`config.mk`:
```
export PLATFORM = sky130hd
export DESIGN_NAME = cc20_final
export DESIGN_NICKNAME = d
export VERILOG_FILES = /design/src/cc20_pkg.sv /design/src/cc20_final.sv
export SDC_FILE = /design/constraint.sdc
export NUM_CORES = 1
export LEC_CHECK = 0
export BUFFER_PORTS_ARGS = -buffer_cell sky130_fd_sc_hd__buf_2
export CAP_MARGIN = 25
export CORE_AREA = 5 5 603 605
export CTS_BUF_LIST = sky130_fd_sc_hd__clkbuf_8
export CTS_CLUSTER_DIAMETER = 120
export DETAILED_ROUTE_END_ITERATION = 16
export DIE_AREA = 0 0 608 610
export GPL_ROUTABILITY_DRIVEN = 1
export SLEW_MARGIN = 40
export SYNTH_ARGS = -nofsm -noshare
export SYNTH_HDL_FRONTEND = slang
export SYNTH_SLANG_ARGS = --single-unit
```
`constraint.sdc`:
```
create_clock -name clk -period 37.4 [get_ports clk]
set_input_delay 1.87 -clock clk [delete_from_list [all_inputs] [get_ports clk]]
set_output_delay 1.87 -clock clk [all_outputs]
set_load 0.02 [all_outputs]
```
`src/cc20_pkg.sv`:
```
// Shared types, constants and helpers for the ChaCha20 block function.
// No dependencies; compiled first.
package cc20_pkg;

  localparam int unsigned WORD_W            = 32;
  localparam int unsigned N_WORDS           = 16;
  localparam int unsigned FIELD_W           = 64;
  localparam int unsigned N_FIELDS          = 8;
  localparam int unsigned ROUND_COUNT_DEF   = 20;

  // rotation amounts of the quarter round
  localparam int unsigned ROT_A = 16;
  localparam int unsigned ROT_B = 12;
  localparam int unsigned ROT_C = 8;
  localparam int unsigned ROT_D = 7;

  typedef logic [WORD_W-1:0]             word_t;
  typedef word_t [N_WORDS-1:0]           state_t;
  typedef logic [FIELD_W-1:0]            field_t;

  // one pipeline slot: the mixed words and the original input words
  typedef struct packed {
    state_t work;
    state_t init;
  } pipe_t;

  // rotate left by a constant amount (1 .. WORD_W-1)
  function automatic word_t rotl(input word_t v, input int unsigned s);
    word_t r;
    r = (v << s) | (v >> (WORD_W - s));
    return r;
  endfunction

endpackage

```
`src/cc20_final.sv`:
```
// Feed-forward cell: adds the input state to the mixed state word by word
// and holds the keystream block. Depends on cc20_pkg.
module cc20_final (
  input  logic             clk,
  input  logic             rst,
  input  logic             in_valid,
  output logic             in_ready,
  input  cc20_pkg::pipe_t  in_data,
  output logic             out_valid,
  input  logic             out_ready,
  output cc20_pkg::state_t out_data
);
  import cc20_pkg::*;

  state_t sum_next;

  // sixteen independent 32-bit adds, wrapping
  always_comb begin
    for (int k = 0; k < N_WORDS; k++) begin
      sum_next[k] = in_data.work[k] + in_data.init[k];
    end
  end

  assign in_ready = !out_valid || out_ready;

  always_ff @(posedge clk) begin
    if (rst) begin
      out_valid <= 1'b0;
    end else if (in_ready) begin
      out_valid <= in_valid;
    end
  end

  always_ff @(posedge clk) begin
    if (in_ready && in_valid) begin
      out_data <= sum_next;
    end
  end

endmodule

```
Word-level counts from Yosys, hierarchy flattened
Index checks and enable logic that the tools add are counted.
{"block": "word_totals", "in_bits": 1028, "elab_cells": 36, "regBits": 513, "out_inout_bits": 514}
{"block": "classes", "n_reduce_logical": 3, "n_addsub": 16}
{"op": "$add A32 B32 Y32", "n": 16}
{"op": "$logic_and A1 B1 Y1", "n": 1}
{"op": "$logic_not A1 Y1", "n": 1}
{"op": "$logic_or A1 B1 Y1", "n": 1}

Logic depth before layout (Yosys ltp)
{"block": "logic_depth", "depth_word": 3, "ltp_mapped": 11}

Least setup slack after synthesis
OpenSTA, ideal clock, no wires.
{"block": "synth_timing", "path_type": "in2reg", "start": "in out_ready", "end": "reg out_data[0] (netlist bit) (enable)", "stages": 2, "setup_slack_ns": 22.739, "t_arrival_ns": 13.719, "setup_ns": 0.941, "n_path_buf": 0, "cell_sequence": "nand2b_1 -> and2_1"}
{"block": "synth_between", "elab_chain_len": 2}
{"element": "start, declared", "line_no": "cc20_final.sv:10", "rtl": "input logic out_ready,"}
{"element": "$logic_or A1 B1 Y1", "line_no": "cc20_final.sv:24", "rtl": "assign in_ready = !out_valid || out_ready;"}
{"element": "$logic_and A1 B1 Y1", "line_no": "cc20_final.sv:35", "rtl": "if (in_ready && in_valid) begin"}
{"element": "end signal, assigned", "line_no": "cc20_final.sv:36", "rtl": "out_data <= sum_next;"}
{"element": "end, declared", "line_no": "cc20_final.sv:11", "rtl": "output cc20_pkg::state_t out_data"}
No other way between the ends.
A chain may end at the register's enable or synchronous reset.

==> run metrics <==
area grow syn2layout 40.5%; DR iter-0 viols 3,655; Syn Area/Cell 10.1 sq um; post-synthesis mux area share 0.127%; DP HPWL 255 mm; fraction of layout cells with a size suffix above 1 31.1%; DIE AREA 0.371 sq mm; CP dominant cell by count a21oi_1; # nets final around 7,000; Cells after DPL ~10,000; Syn Std Cell Area 0.0403 sq mm; Leakage 24.6 nW; fmax 216 MHz; synth cell count leaders 512 x edfxtp_1, 496 x ha_1, 445 x a21oi_1, 310 x a21o_1, 298 x xnor2_1; Final Max Tran Viols 0; fin crit period around 4.6 ns; final setup margin approximately 33 ns; vias post-DR 41,000; GPL Wtd Cong 1.00; number of synthesized flops with an enable pin 512; drt via density 3.88; #FFs+latches synth between 500 and 600; max incr delay on CP 0.68 ns; Cell Count, Final, Fillers Out 10,600; outcome complete, no violations; postcts setup bufs 0; worst-margin pin slew 0.931 ns; I/O Buffers 1,541; fin util 15.8%; die span in x 608 um; worst-path maximum fanout 5; Ports ~1,500; Setup violations, final 0; largest net degree at the start of global routing 137; Compound-Gate Fraction of Synth Area 22.7%; dpl ws 31.91 ns; CTS root buffer clkbuf_8; number of synthesis warnings 0; fin crit share approximately 12%; Initial Util 11.3%; post-DR wirelength/cell 27.0 um; post-synth top area share 38.1%; Routed Antenna Nets 0; final setup skew ~0.14 ns; worst rel slew slack around 37%; TritonCTS clock tree built; Worst-Skew Late Latency 0.97 ns; Post-Layout Inst Area 0.0566 sq mm; CP Data Required Time around 38 ns; post-synth cell types between 80 and 90; worst hold path class reg2reg; ys flop type edfxtp_1; startpoint types primary input; RSZ-0062 raised after global routing false; top cell type by total area after synthesis edfxtp_1; gr usage total 14.5%; vias in the first global route 38,200; grt ovf 0; top-count cell post-synth edfxtp_1; Synth Net Count 5,547; clk sinks 513; post-synthesis xor/xnor area fraction under 10%; largest family of logic cells by synthesized area compound AO/OA/AOI/OAI gates; Post-Route WL ~290 mm; first-pass GRT wire length 364 mm; Placement Rows 220; Longest Clk Path Bufs 4; hold-fix buffers at CTS 0; post-synthesis simple-gate area fraction a little under an eighth; die height 610 um; async set or reset register ratio after synthesis 0%; # resized after CTS 0; hold_ws 0.675 ns; Setup Crit Path Kind in2reg; drt drc 0; setup TNS 0 ns; Crit. End Element register; largest cells by area after synthesis edfxtp_1 38%, ha_1 15%, xnor2_1 6.5%; Synth Area in Adders between 15 and 20%; CP Cell Sequence buf_2, ha_1, fa_1, a21oi_1, o21bai_1, a2111oi_0, o41ai_1, o21ai_0, o21ai_1, a21o_1, a21oi_1, xnor2_1; Tot Pwr ~2.4 mW; dpl cell area 0.0539 sq mm; initial antenna violation count 144; arrival time of the worst setup path approximately 5.4 ns; Syn Inst Count 4,007; sequential fraction of the synthesis area a little under two fifths; Pwr Density 42.1 mW/mm^2; TritonCTS Buffers 116; VDD IR max ~0.000034 V; DRT Pass-1 Iters 5; Crit-path slowest cell a2111oi_0; max cap viols 0; Hold Vio Cnt, Final 0; fillers just over 40,000; Core Region 0.358 sq mm; CTS H-Tree Depth 3; clk slew on worst S/H paths around 0.07 ns
==> state kept, by name, summed over array words and instances, names as in the netlist <==
register   count
out_data     512
out_valid      1
==> kinds of logic (layout without fill, tap and decap cells) <==
kind of cell,after synthesis,in the layout
other,0,124
and+or+nand+nor,938,938
xor gates and xnor gates,448,448
DFF,513,513
AOI/OAI and AO/OA,1401,1401
buffers and inverters,190,1873
adders and majority gates,512,512
muxes,5,5
==> final cells by class <==
cell class | count | area [sq um] | area share [%]
Clock buffer | 118 | 1620 | 2.87
Tap cell | 4773 | 5970 | 10.5
Sequential cell | 513 | 15400 | 27.2
Clock inverter | 88 | 756 | 1.33
Antenna cell | 124 | 310 | 0.548
Timing Repair Buffer | 1553 | 7860 | 13.9
Inverter | 114 | 428 | 0.756
Multi-Input combinational cell | 3304 | 24300 | 42.9
==> path summary, 6_finish.rpt <==
path                             endpoint              startpoint  slack [ns]  cells after the start
setup / recovery  out_data[440]$_DFFE_PP_            in_data[416]       32.76                     12
hold / removal     out_valid$_SDFFE_PP0N_  out_valid$_SDFFE_PP0N_        0.67                      2
setup reg to reg  out_data[184]$_DFFE_PP_  out_valid$_SDFFE_PP0N_       34.19                      5
hold reg to reg    out_valid$_SDFFE_PP0N_  out_valid$_SDFFE_PP0N_        0.67                      2
==> routing by layer <==
metal | wire (um) | track usage (%) | part of all wire (%) | up-vias
met3 | 28200 | 5.44 | 9.9 | 473
met2 | 137000 | 24.7 | 48 | 2180
met1 | 107000 | 16.2 | 37 | 19700
met4 | 14500 | 6.36 | 5.1 | 48
li1 | - | - | - | 18600
met5 | 311 | 0 | 0.11 | -
==> power by group <==
part | switching (mW) | leakage [nW] | internal (mW) | total [mW]
clock network | 0.316 | 1.27 | 0.389 | 0.705
registers | 0.0348 | 4.96 | 0.745 | 0.780
logic | 0.607 | 18.3 | 0.295 | 0.902
total | 0.958 | 24.6 | 1.43 | 2.39
==> placed cells by master, fill, tap and decap left out, types with 12 or more instances in the layout <==
master     Yosys  final
and2_1        23     22
diode_2        0    124
o31ai_1       28     26
a21oi_1      445    443
o21a_1        52     52
clkinv_1       0     27
inv_1        114    134
clkinv_2       0     18
xor2_1       150    149
nand4_1       59     59
o211ai_1      17     17
nand2_1      233    233
a41oi_1       12     12
nor2_1       254    254
a31oi_1       48     48
fa_1          16     16
nand2b_1      51     51
a221o_1       13     13
and3_1        41     41
clkbuf_8       0    118
o21bai_1      70     70
ha_1         496    496
nor3_1        58     58
edfxtp_1     512    512
a21o_1       310    310
buf_2          2   1541
nor2b_1       55     55
nand3_1       95     95
xnor2_1      298    296
o21ai_0      215    214
bufinv_16      0     14
or3_1         12     12
a211oi_1      32     32
==> critical path: cells and delay by family <==
| kind | cells | cell delay, ns |
|---|---|---|
| AOI/OAI and AO/OA | 8 | 2.66 |
| xor gates and xnor gates | 1 | 0.08 |
| adders and majority gates | 2 | 0.66 |
| buffers and inverters | 1 | 0.10 |
No activity file was read; power rests on OpenSTA's default activity.
